--- config.mk ---
export PLATFORM = sky130hd
export DESIGN_NAME = mme_cell
export DESIGN_NICKNAME = d
export VERILOG_FILES = /design/src/mme_pkg.sv /design/src/mme_cell.sv
export SDC_FILE = /design/constraint.sdc
export NUM_CORES = 1
export LEC_CHECK = 0
export BUFFER_PORTS_ARGS = -buffer_cell sky130_fd_sc_hd__clkbuf_2
export CAP_MARGIN = 15
export CORE_UTILIZATION = 35
export CTS_CLUSTER_DIAMETER = 150
export CTS_CLUSTER_SIZE = 10
export DETAILED_ROUTE_END_ITERATION = 10
export HOLD_SLACK_MARGIN = 0.03
export SLEW_MARGIN = 20
export SYNTH_ARGS = -nofsm -noshare
export SYNTH_HDL_FRONTEND = slang
export SYNTH_SLANG_ARGS = --single-unit
--- constraint.sdc ---
create_clock -name i_clk -period 8.5 [get_ports i_clk]
set_input_delay 0.85 -clock i_clk [delete_from_list [all_inputs] [get_ports i_clk]]
set_output_delay 0.85 -clock i_clk [all_outputs]
set_load 0.01 [all_outputs]
--- src/mme_pkg.sv ---
// Shared types and constants for the matrix multiply engine.
// Used by the request/result interfaces, the controller, the cells and the top level.
package mme_pkg;

    localparam int DEF_MAX_DIM = 16;
    localparam int DIM_LIMIT   = 16;

    localparam int OP_W    = 2;
    localparam int IDX_W   = 4;
    localparam int CNT_W   = 5;
    localparam int ELEM_W  = 16;
    localparam int PROD_W  = 2 * ELEM_W;
    localparam int DOT_W   = 38;
    localparam int CFG_IDX_W  = 2;
    localparam int CFG_DATA_W = 5;

    localparam logic [CNT_W-1:0] COUNT_RESET = 5'd16;

    typedef enum logic [OP_W-1:0] {
        OP_LOAD_A  = 2'd0,
        OP_LOAD_B  = 2'd1,
        OP_COMPUTE = 2'd2
    } t_op;

    typedef enum logic [CFG_IDX_W-1:0] {
        CFG_ROWS  = 2'd0,
        CFG_COLS  = 2'd1,
        CFG_INNER = 2'd2,
        CFG_TRANS = 2'd3
    } t_cfg_idx;

    typedef enum logic [1:0] {
        ST_IDLE,
        ST_ISSUE,
        ST_WAIT,
        ST_DRAIN
    } t_state;

    // One A element travelling down the row of cells.
    typedef struct packed {
        logic              vld;
        logic              first;
        logic              last;
        logic [IDX_W-1:0]  p;
        logic [ELEM_W-1:0] a;
    } t_feed;

    // Write of one B element, broadcast to every cell.
    typedef struct packed {
        logic              en;
        logic [IDX_W-1:0]  col;
        logic [IDX_W-1:0]  p;
        logic [ELEM_W-1:0] data;
    } t_bwr;

endpackage

--- src/mme_cell.sv ---
// One cell of the product row: holds one column of B and one dot-product accumulator.
// Depends on mme_pkg; passes each A element on to its right neighbor through a register.
module mme_cell #(
    parameter int MAX_DIM  = mme_pkg::DEF_MAX_DIM,
    parameter int CELL_IDX = 0
) (
    input  logic                                i_clk,
    input  logic                                i_rst_n,
    input  mme_pkg::t_feed                      i_feed,
    input  mme_pkg::t_bwr                       i_bwr,
    output mme_pkg::t_feed                      o_feed,
    output logic signed [mme_pkg::DOT_W-1:0]    o_acc,
    output logic                                o_done
);
    import mme_pkg::*;

    localparam int CAP   = (MAX_DIM < DIM_LIMIT) ? MAX_DIM : DIM_LIMIT;
    localparam int IW    = $clog2(CAP);
    localparam int DEPTH = 2 ** IW;

    logic signed [ELEM_W-1:0] r_bmem [DEPTH];
    logic signed [ELEM_W-1:0] r_b;
    t_feed                    r_fwd;
    logic signed [PROD_W-1:0] r_prod;
    logic                     r_pv;
    logic                     r_pfirst;
    logic                     r_plast;
    logic signed [DOT_W-1:0]  r_acc;
    logic                     r_done;
    logic signed [DOT_W-1:0]  prod_ext;

    // Column store: written by B loads for this column, read by the passing element.
    always_ff @(posedge i_clk) begin
        if (i_bwr.en && (i_bwr.col == IDX_W'(CELL_IDX))) begin
            r_bmem[i_bwr.p[IW-1:0]] <= i_bwr.data;
        end
        r_b <= r_bmem[i_feed.p[IW-1:0]];
    end

    always_ff @(posedge i_clk) begin
        if (!i_rst_n) begin
            r_fwd.vld <= 1'b0;
            r_pv      <= 1'b0;
            r_done    <= 1'b0;
        end else begin
            r_fwd  <= i_feed;
            r_pv   <= r_fwd.vld;
            r_done <= r_pv && r_plast;
        end
    end

    always_ff @(posedge i_clk) begin
        r_pfirst <= r_fwd.first;
        r_plast  <= r_fwd.last;
        r_prod   <= $signed(r_fwd.a) * r_b;
        if (r_pv) begin
            r_acc <= r_pfirst ? prod_ext : (r_acc + prod_ext);
        end
    end

    assign prod_ext = {{(DOT_W - PROD_W){r_prod[PROD_W-1]}}, r_prod};
    assign o_feed   = r_fwd;
    assign o_acc    = r_acc;
    assign o_done   = r_done;

endmodule

==> metrics.md, run 1 <==
| Metric | Value |
|---|---|
| Run status | `complete, no violations` |
| ANT nets after route | `0` |
| Critical Path Fanout Max | `17` |
| Setup TNS | `0 ns` |
| Vias per cell | `slightly below 5` |
| Most common cell after layout, fill and taps aside | `edfxtp_1` |
| Hold Path End | `r_plast$_DFF_P_` |
| Clock latency at the later pin of the worst-skew pair | `~0.58 ns` |
| Clock skew | `~0.027 ns` |
| Reg2Reg Launch Point | `o_feed[12]$_DFFE_PP_` |
| GRT overflow | `0` |
| Number of DRC markers in iteration 0 | `between 900 and 1000` |
| Sequential area share after synthesis | `a little over two fifths` |
| CP arrival | `around 7.3 ns` |
| Cts hold-fix bufs | `0` |
| Nets@finish | `approximately 2500` |
| Hold Vio Cnt, Final | `0` |
| HP Class | `reg2reg` |
| Critical Path Sink Type | `flop` |
| Syn_area_per_cell | `roughly 13 sq um` |
| Worst-margin pin slew | `~1.1 ns` |
| Fmax | `around 150 MHz` |
| Post-synth EDFFs | `roughly 320` |
| TritonCTS buffer count | `42` |
| Average wire per standard cell | `approximately 19 um` |
| Layout cell share with drive strength beyond 1 | `about an eighth` |
| DP HPWL | `just under 40000 um` |
| Die H | `~270 um` |
| Top_reg_cell synth | `edfxtp_1` |
| I/O Buffers | `around 110` |
| Final wirelength | `roughly 56000 um` |
| Via count | `14600` |
| Synthesized cell area | `between 20000 and 25000 sq um` |
| Crit start category | `flop` |
| Post-CTS Setup Bufs | `0` |
| First-pass GRT wire length | `approximately 90000 um` |
| Net count after synthesis | `between 2000 and 2500` |
| WS Path Type | `reg2reg` |
| Clk slew on worst S/H paths | `around 0.060 ns` |
| Tmin final | `approximately 7 ns` |
| Die X | `around 270 um` |
| Unrepaired setup endpoints after global routing | `false` |
| GRT Overall Usage | `around 16%` |
| Area growth syn-to-layout | `11.7%` |
| Gpl congestion | `roughly 0.86` |
| Most frequent cells in the layout | `edfxtp_1 (316), inv_1 (293), fa_1 (263)` |
| Hold path depth | `0` |
| Initial Utilization | `around 36%` |
| Core box area | `slightly below 70000 sq um` |
| Row count | `96` |
| Die area | `between 70000 and 80000 sq um` |
| Root buf cell | `clkbuf_16` |
| Initial antenna violation count | `4` |
| Syn Inst Count | `between 1500 and 2000` |
| Asr flop ratio synth | `0%` |
| Drt pass-1 iters | `5` |
| FF+latch count, synth | `about 370` |
| Reg2reg path depth | `22` |
| Fin. max-slew vios | `0` |
| Vias in the first global route | `between 15000 and 20000` |
| Fin crit share | `approximately four fifths` |
| Top Ports | `approximately 110` |
| Synth warn | `0` |
| CTS Sinks | `between 300 and 400` |
| Largest net degree at the start of global routing | `slightly below 80` |
| CTS resizes | `0` |
| Netlist cell types | `59` |
| Worst slew margin | `between 20% and 30%` |
| R2R setup slack | `~1.6 ns` |
| DRC | `0` |
| Maximum clock insertion buffer count | `3` |
| Hold_sp | `o_feed[20]$_DFFE_PP_` |
| CTS tree | `built` |
| H-tree Lvls | `2` |
| Setup violations, final | `0` |
| Crit path required time | `between 8 and 9 ns` |
| # Max-Cap Violations | `0` |
| # diodes | `0` |
| Reg2reg end | `r_prod[31]$_DFF_P_` |
[flip-flops by register name, summed over array words and instances, names as in the netlist]
register  cells
o_acc        38
r_pv          1
o_done        1
o_feed       23
r_b          16
r_bmem      256
r_pfirst      1
r_prod       32
r_plast       1
[stage by stage]
stage	area (sq um)	setup WS [ns]	hold WS (ns)	utilization (%)	cells
floorplan	24500	2.44	0.416	-	1908
finish	27400	1.63	0.367	39.7	2972
CTS	27400	1.68	0.377	39.7	2972
detailed placement	26200	1.67	0.364	38.0	2906
global route	27400	1.24	0.400	39.7	2972
global placement	26200	1.77	0.351	38.0	2906
[area by class of cell]
class	count	area [sq um]
clock buffer	64	1150
clock inverter	2	60.1
fill	6522	41500
inverter	293	1100
multi-input combinational	1183	12700
sequential	369	10600
tap	931	1160
timing repair buffer	130	704
[logic make-up (layout without fill, tap and decap cells)]
group           count (synthesis)  after routing  share of synthesized area (%)
mux                            86             86                           7.61
xor+xnor                       57             57                           2.04
compound gates                208            208                           5.36
buf+inv                       356            489                           5.45
simple gates                  450            450                           9.00
fa+ha+maj                     382            382                           27.5
flops                         369            369                           43.0
[synth_stat cells, types with 11 or more instances]
master | n | area share (%)
dfxtp_1 | 53 | 4.3
a21o_1 | 29 | 0.89
and2_1 | 129 | 3.3
nand2_1 | 180 | 2.8
o21a_1 | 14 | 0.43
nor2_1 | 57 | 0.87
buf_1 | 12 | 0.18
a21oi_1 | 55 | 1.1
ha_1 | 119 | 6.1
nand2b_1 | 14 | 0.36
mux4_2 | 80 | 7.3
o31ai_1 | 11 | 0.34
edfxtp_1 | 316 | 39
inv_1 | 293 | 4.5
clkbuf_1 | 51 | 0.78
o21ai_0 | 53 | 1.1
nor3_1 | 19 | 0.39
xor2_1 | 28 | 1.0
fa_1 | 263 | 21
xnor2_1 | 29 | 1.0
a211oi_1 | 11 | 0.34
nand3_1 | 12 | 0.24
[metal layers]
metal | wire [um] | vias up | track usage, %
met3 | 3470 | 85 | 3.40
li1 | - | 6673 | -
met4 | 1240 | 8 | 4.63
met5 | 49 | - | 0
met2 | 27000 | 374 | 27.7
met1 | 23800 | 7443 | 20.9
[worst max-delay path, stage by stage (launching register included)]
cell and delay (ns):
edfxtp_1 0.71, and2_1 0.32, fa_1 0.54, inv_1 0.06
fa_1 0.47, fa_1 0.52, inv_1 0.06, fa_1 0.49
fa_1 0.49, inv_1 0.05, fa_1 0.47, inv_1 0.04
ha_1 0.38, a21oi_1 0.18, o21bai_1 0.07, a21oi_1 0.21
o21ai_0 0.15, a32oi_1 0.40, o221ai_1 0.24, o41ai_1 0.48
o21bai_1 0.12, a21oi_1 0.19, xnor2_1 0.08
[how the worst max path moves through the flow]
stage / depth (start not counted) / endpoint / startpoint / slack, ns
final: 22 / r_prod[31]$_DFF_P_ / o_feed[12]$_DFFE_PP_ / 1.63
after global routing: 21 / r_prod[31]$_DFF_P_ / o_feed[11]$_DFFE_PP_ / 1.24
after CTS: 22 / r_prod[31]$_DFF_P_ / o_feed[12]$_DFFE_PP_ / 1.68
after detailed placement: 21 / r_prod[31]$_DFF_P_ / o_feed[9]$_DFFE_PP_ / 1.67
after global placement: 21 / r_prod[31]$_DFF_P_ / o_feed[9]$_DFFE_PP_ / 1.77
after floorplan: 21 / r_prod[31]$_DFF_P_ / o_feed[15]$_DFFE_PP_ / 2.44
Power of run 1 is left out: the tool's default activity adds up to more than one toggle a clock period on the data nets, which glitch-free logic cannot reach.
==> run 2, diff against run 1 <==
--- a/config.mk
+++ b/config.mk
@@ -5,6 +5,7 @@
 export SDC_FILE = /design/constraint.sdc
 export NUM_CORES = 1
 export LEC_CHECK = 0
+export ABC_AREA = 1
 export BUFFER_PORTS_ARGS = -buffer_cell sky130_fd_sc_hd__clkbuf_2
 export CAP_MARGIN = 15
 export CORE_UTILIZATION = 35
==> constraint.sdc (replaced) <==
create_clock -name i_clk -period 6.81 [get_ports i_clk]
set_input_delay 0.681 -clock i_clk [delete_from_list [all_inputs] [get_ports i_clk]]
set_output_delay 0.681 -clock i_clk [all_outputs]
set_load 0.01 [all_outputs]
==> metrics.md, run 2 <==
| Metric | Value |
|---|---|
| Most common cell after layout, fill and taps aside | `nand2_1` |
| Via count | `18900 (+30%)` |
| Fin. max-slew vios | `0 (unchanged)` |
| Critical Path Fanout Max | `16 (-1)` |
| Initial antenna violation count | `1 (-3)` |
| Syn_area_per_cell | `9.34 sq um (-27%)` |
| Average wire per standard cell | `17.2 um (-8.2%)` |
| Gpl congestion | `0.933 (+8.5%)` |
| Synthesized cell area | `27000 sq um (+9.9%)` |
| Worst Path Buf+Inv | `3 (-1)` |
| First-pass GRT wire length | `109000 um (+23%)` |
| DRC | `0 (unchanged)` |
| # Max-Cap Violations | `0 (unchanged)` |
| Clock latency at the later pin of the worst-skew pair | `0.60 ns (+0.02 ns)` |
| Cell types occupying the most area after synthesis | `edfxtp_1 (35%), fa_1 (20%), nand2_1 (9.3%)` |
| Die H | `279 um (+4.8%)` |
| Critical Path Sink Type | `flop` |
| Worst path slowest cell | `fa_1` |
| Fillers | `7641 (+17%)` |
| WS Path Type | `reg2reg` |
| Final wirelength | `69000 um (+24%)` |
| Clk slew on worst S/H paths | `0.06 ns (about the same)` |
| Crit path required time | `7.32 ns (-1.63 ns)` |
| Asr flop ratio synth | `0% (unchanged)` |
| Worst slew margin | `25.2% (-1.7 points)` |
| Tmin final | `6.09 ns (-0.772 ns)` |
| Setup violations, final | `0 (unchanged)` |
| CTS tree | `built` |
| CP max stage delay | `0.83 ns (+0.12 ns)` |
| Root buf cell | `clkbuf_16` |
| Largest net degree at the start of global routing | `123 (+58%)` |
| M1 WL | `30700 um (+29%)` |
| Most frequent cells in the layout | `nand2_1 (668), inv_1 (627), edfxtp_1 (316)` |
| Cell with the most instances after synthesis | `nand2_1` |
| FF+latch count, synth | `369 (unchanged)` |
| Netlist cell types | `41 (-31%)` |
| TritonCTS buffer count | `43 (+2.4%)` |
| Sequential area share after synthesis | `39.1% (-3.9 points)` |
| Critical path cell sequence | `nand2_1, inv_1, fa_1, fa_1, fa_1, fa_1, fa_1, inv_1, fa_1, inv_1, ha_1, nand2_1, nor3_2, nand3_1, o211ai_1, xor2_1` |
| CP most frequent cell | `fa_1` |
| Core box area | `76100 sq um (+10%)` |
| Die area | `78100 sq um (+9.8%)` |
| Met3 wire len | `3380 um (-2.7%)` |
| Worst-margin pin slew | `1.12 ns (+0.0287 ns)` |
| Crit start category | `flop` |
| Net count after synthesis | `3316 (+42%)` |
| HP Class | `in2reg` |
| Initial Utilization | `35.4% (-0.15 points)` |
| Syn Inst Count | `2884 (+51%)` |
| WL met2 | `33300 um (+23%)` |
| Drt pass-1 iters | `5 (unchanged)` |
| DP HPWL | `50500 um (+28%)` |
| Synth top area share | `35.2% (-3.5 points)` |
| CTS Sinks | `369 (unchanged)` |
| Fin cells | `4020 (+35%)` |
| Vias in the first global route | `19400 (+23%)` |
| Placed cells | `3948 (+36%)` |
| Cts hold-fix bufs | `0 (unchanged)` |
| Top_reg_cell synth | `edfxtp_1` |
| Unrepaired setup endpoints after global routing | `false` |
| Post-synth EDFFs | `316 (unchanged)` |
| Vias per cell | `4.70 (-4.2%)` |
| Synth cell count leaders | `nand2_1 (668), inv_1 (628), edfxtp_1 (316)` |
| Maximum clock insertion buffer count | `3 (unchanged)` |
| Number of DRC markers in iteration 0 | `1152 (+26%)` |
| Post-CTS Setup Bufs | `0 (unchanged)` |
| Die X | `279 um (+4.8%)` |
| GRT overflow | `0 (unchanged)` |
| ANT nets after route | `0 (unchanged)` |
| H-tree Lvls | `2 (unchanged)` |
| Nets@finish | `3395 (+39%)` |
| # diodes | `0 (unchanged)` |
| Hold Vio Cnt, Final | `0 (unchanged)` |
| CTS resizes | `0 (unchanged)` |
| Setup TNS | `0 ns (unchanged)` |
| Layout cell share with drive strength beyond 1 | `8.49% (-4.7 points)` |
| Fmax | `164 MHz (+13%)` |
| GRT Overall Usage | `18.0% (+1.7 points)` |
| Yosys top cell by area | `edfxtp_1` |
| Top Ports | `112 (unchanged)` |
| Row count | `101 (+5.2%)` |
| Synth warn | `0 (unchanged)` |
| Run status | `complete, no violations` |
| CP arrival | `6.60 ns (-0.72 ns)` |
| Number of flip-flops under the largest register name | `256 (unchanged)` |
| Area growth syn-to-layout | `10.9%` |
| CP delay by family, top | `adder cells` |
| I/O Buffers | `111 (unchanged)` |
| Fin crit share | `89.5% (+8.7 points)` |
| Clock skew | `0.0302 ns (+0.00350 ns)` |
| DR top layer | `met5` |
## run 2: per-layer routing
metal	vias to the layer above	GRT usage, %
met2	417	31.0
met1	9188	23.4
met4	2	4.64
li1	9201	-
met3	91	2.94
met5	-	0
## run 2: final timing paths
check	end	cells past startpoint	start	slack, ns
max	r_prod[25]$_DFF_P_	16	r_b[1]$_DFF_P_	0.72
min reg2reg	r_pfirst$_DFF_P_	0	o_feed[21]$_DFFE_PP_	0.37
min	o_feed[3]$_DFFE_PP_	1	i_feed[3]	0.26
max reg2reg	r_prod[25]$_DFF_P_	16	r_b[1]$_DFF_P_	0.72
## run 2: worst reg2reg max path: stages, from the launching register on
cell and delay, ns:
dfxtp_1 0.77, nand2_1 0.21, inv_1 0.16, fa_1 0.54, fa_1 0.83, fa_1 0.51, fa_1 0.51, fa_1 0.49
inv_1 0.05, fa_1 0.47, inv_1 0.04, ha_1 0.38, nand2_1 0.19, nor3_2 0.28, nand3_1 0.11, o211ai_1 0.28
xor2_1 0.20
## run 2: final cells by class
cell class | count | area [sq um] | share of cell area (%)
inverter | 631 | 2370 | 7.93
clock buffer | 68 | 1180 | 3.95
sequential | 369 | 10600 | 35.3
clock inverter | 4 | 88.8 | 0.297
multi-input combinational | 1774 | 13600 | 45.5
tap | 1030 | 1290 | 4.31
timing repair buffer | 144 | 812 | 2.72
## run 2: stage by stage
| stage | util, % | instance area (sq um) | hold WS [ns] | setup WS [ns] |
|---|---|---|---|---|
| after floorplan | - | 27000 | 0.416 | 1.32 |
| after global placement | 37.6 | 28600 | 0.355 | 0.747 |
| after detailed placement | 37.6 | 28600 | 0.361 | 0.695 |
| after CTS | 39.3 | 29900 | 0.221 | 0.717 |
| after global routing | 39.3 | 29900 | 0.236 | 0.424 |
| final | 39.3 | 29900 | 0.262 | 0.716 |
## run 2: logic make-up after synthesis
logic type	after synthesis	share of synthesized area [%]
AND/OR/NAND/NOR	964	14.7
buffers and inverters	741	10.6
adder cells (fa/ha/maj)	382	25.1
flip-flops	369	39.1
AO/OA/AOI/OAI	327	7.01
multiplexers	64	2.38
XOR/XNOR	37	1.20
Power of run 2 is left out for the same reason.
==> run 3, diff against run 2 <==
--- a/config.mk
+++ b/config.mk
@@ -9,10 +9,12 @@
 export BUFFER_PORTS_ARGS = -buffer_cell sky130_fd_sc_hd__clkbuf_2
 export CAP_MARGIN = 15
 export CORE_UTILIZATION = 35
+export CTS_BUF_LIST = sky130_fd_sc_hd__clkbuf_16
 export CTS_CLUSTER_DIAMETER = 150
 export CTS_CLUSTER_SIZE = 10
 export DETAILED_ROUTE_END_ITERATION = 10
 export HOLD_SLACK_MARGIN = 0.03
+export RECOVER_POWER = 50
 export SLEW_MARGIN = 20
 export SYNTH_ARGS = -nofsm -noshare
 export SYNTH_HDL_FRONTEND = slang
==> metrics.md, run 3 (synthesis gave the netlist of run 2 again) <==
| Metric | Value |
|---|---|
| End point of the critical path | `r_prod[25]$_DFF_P_` |
| Reg2Reg Launch Point | `r_b[1]$_DFF_P_` |
| Most frequent cells in the layout | `nand2_1 (668), inv_1 (652), edfxtp_1 (316)` |
| Reg2reg end | `r_prod[25]$_DFF_P_` |
| Final Cell Area | `29800 sq um (-0.26%)` |
| Violated checks | `capacitance limit, slew limit` |
| Initial Utilization | `35.4% (unchanged)` |
| GRT Overall Usage | `18.0% (about the same)` |
| # Max-Cap Violations | `4 (+4)` |
| Hold Vio Cnt, Final | `0 (unchanged)` |
| Critical Path Fanout Max | `16 (unchanged)` |
| Fillers | `7662 (+0.27%)` |
| Die X | `279 um (unchanged)` |
| CTS resizes | `0 (unchanged)` |
| Drt pass-1 iters | `7 (+2)` |
| Reg2reg path depth | `16 (unchanged)` |
| Die area | `78100 sq um (unchanged)` |
| Maximum clock insertion buffer count | `3 (unchanged)` |
| WS Path Type | `reg2reg` |
| I/O Buffers | `111 (unchanged)` |
| Crit start category | `flop` |
| Clock skew | `0.0329 ns (+0.00268 ns)` |
| Initial antenna violation count | `2 (+1)` |
| DRC | `0 (unchanged)` |
| Fin. max-slew vios | `232 (+232)` |
| Vias per cell | `4.70 (about the same)` |
| Gpl congestion | `0.933 (unchanged)` |
| Setup TNS | `0 ns (unchanged)` |
| Crit path required time | `7.32 ns (about the same)` |
| # diodes | `0 (unchanged)` |
| Top Ports | `112 (unchanged)` |
| Largest net degree at the start of global routing | `123 (unchanged)` |
| Most common cell after layout, fill and taps aside | `nand2_1` |
| CTS Sinks | `369 (unchanged)` |
| Hold path depth | `1 (unchanged)` |
| Post-CTS Setup Bufs | `0 (unchanged)` |
| Core box area | `76100 sq um (unchanged)` |
| GRT overflow | `0 (unchanged)` |
| ANT nets after route | `0 (unchanged)` |
| Run status | `finished, violations left` |
| HP Class | `in2reg` |
| Number of DRC markers in iteration 0 | `1186 (+3.0%)` |
| DP HPWL | `50500 um (unchanged)` |
| Die H | `279 um (unchanged)` |
| TritonCTS buffer count | `43 (unchanged)` |
| Number of flip-flops under the largest register name | `256 (unchanged)` |
| Final wirelength | `69000 um (unchanged)` |
| Vias in the first global route | `19400 (+0.010%)` |
| Tmin final | `6.12 ns (+0.0285 ns)` |
| Setup violations, final | `0 (unchanged)` |
| R2R setup slack | `0.69 ns (-0.03 ns)` |
| Worst-margin pin slew | `5.13 ns (+4.01 ns)` |
| Via count | `18900 (+0.058%)` |
| H-tree Lvls | `2 (unchanged)` |
| Placed cell areas | `28600 sq um (unchanged)` |
| Clock latency at the later pin of the worst-skew pair | `0.60 ns (about the same)` |
| Clk slew on worst S/H paths | `0.06 ns (about the same)` |
| Average wire per standard cell | `17.2 um (unchanged)` |
| Fmax | `163 MHz (-0.47%)` |
| Cts hold-fix bufs | `0 (unchanged)` |
| Unrepaired setup endpoints after global routing | `false` |
| Worst slew margin | `-242% (-270 points)` |
| Layout cell share with drive strength beyond 1 | `6.92% (-1.6 points)` |
| Nets@finish | `3395 (unchanged)` |
| Critical Path Sink Type | `flop` |
| Crit path launch | `r_b[1]$_DFF_P_` |
| CP arrival | `6.63 ns (+0.03 ns)` |
| CTS tree | `built` |
| Area growth syn-to-layout | `10.6%` |
| Root buf cell | `clkbuf_16` |
| Fin crit share | `89.9% (+0.42 points)` |
| First-pass GRT wire length | `109000 um (about the same)` |
| Row count | `101 (unchanged)` |
-- run 3: cell types whose count changed in the layout (fill, tap and decap cells not counted), moves of 2 or more --
cell	delta
buf_4	-3
inv_1	+25
nor2_1	+2
nor2_2	-2
clkbuf_1	+17
clkbuf_2	-37
-- run 3: cell type report --
| type | instances | area [sq um] | area share (%) |
|---|---|---|---|
| clock buffer | 43 | 1080 | 3.61 |
| clock inverter | 29 | 183 | 0.613 |
| inverter | 631 | 2370 | 7.95 |
| multi-input combinational | 1774 | 13600 | 45.6 |
| sequential | 369 | 10600 | 35.4 |
| tap | 1030 | 1290 | 4.32 |
| timing repair buffer | 144 | 749 | 2.51 |
-- run 3: layer usage --
layer	vias up	part of all wire, %	track usage (%)
li1	9196	-	-
met1	9143	45	23.4
met2	470	48	31.0
met3	97	4.9	2.94
met4	4	2.3	4.64
met5	-	0.038	0
-- run 3: how the worst min path moves through the flow --
stage	endpoint	slack (ns)	startpoint
after global placement	r_pfirst$_DFF_P_	0.35	o_feed[21]$_DFFE_PP_
after CTS	o_feed[14]$_DFFE_PP_	0.22	i_feed[14]
after floorplan	r_pfirst$_DFF_P_	0.42	o_feed[21]$_DFFE_PP_
final	o_feed[6]$_DFFE_PP_	0.26	i_feed[6]
after global routing	o_feed[6]$_DFFE_PP_	0.24	i_feed[6]
after detailed placement	r_pfirst$_DFF_P_	0.36	o_feed[21]$_DFFE_PP_
-- run 3: through the flow --
step / setup WS, ns / hold WS (ns) / utilization, % / std cells
global placement: 0.747 / 0.355 / 37.6 / 3948
global route: 0.306 / 0.236 / 39.2 / 4020
CTS: 0.717 / 0.221 / 39.3 / 4020
detailed placement: 0.695 / 0.361 / 37.6 / 3948
floorplan: 1.32 / 0.416 / - / 2884
finish: 0.688 / 0.261 / 39.2 / 4020
-- run 3: worst max-delay path: stages (launching register included) --
cell      delay [ns]
dfxtp_1         0.79
nand2_1         0.20
inv_1           0.16
fa_1            0.54
fa_1            0.83
fa_1            0.51
fa_1            0.51
fa_1            0.49
inv_1           0.05
fa_1            0.47
inv_1           0.04
ha_1            0.38
nand2_1         0.19
nor3_2          0.29
nand3_1         0.11
o211ai_1        0.28
xor2_1          0.20
Power of run 3 is left out for the same reason.
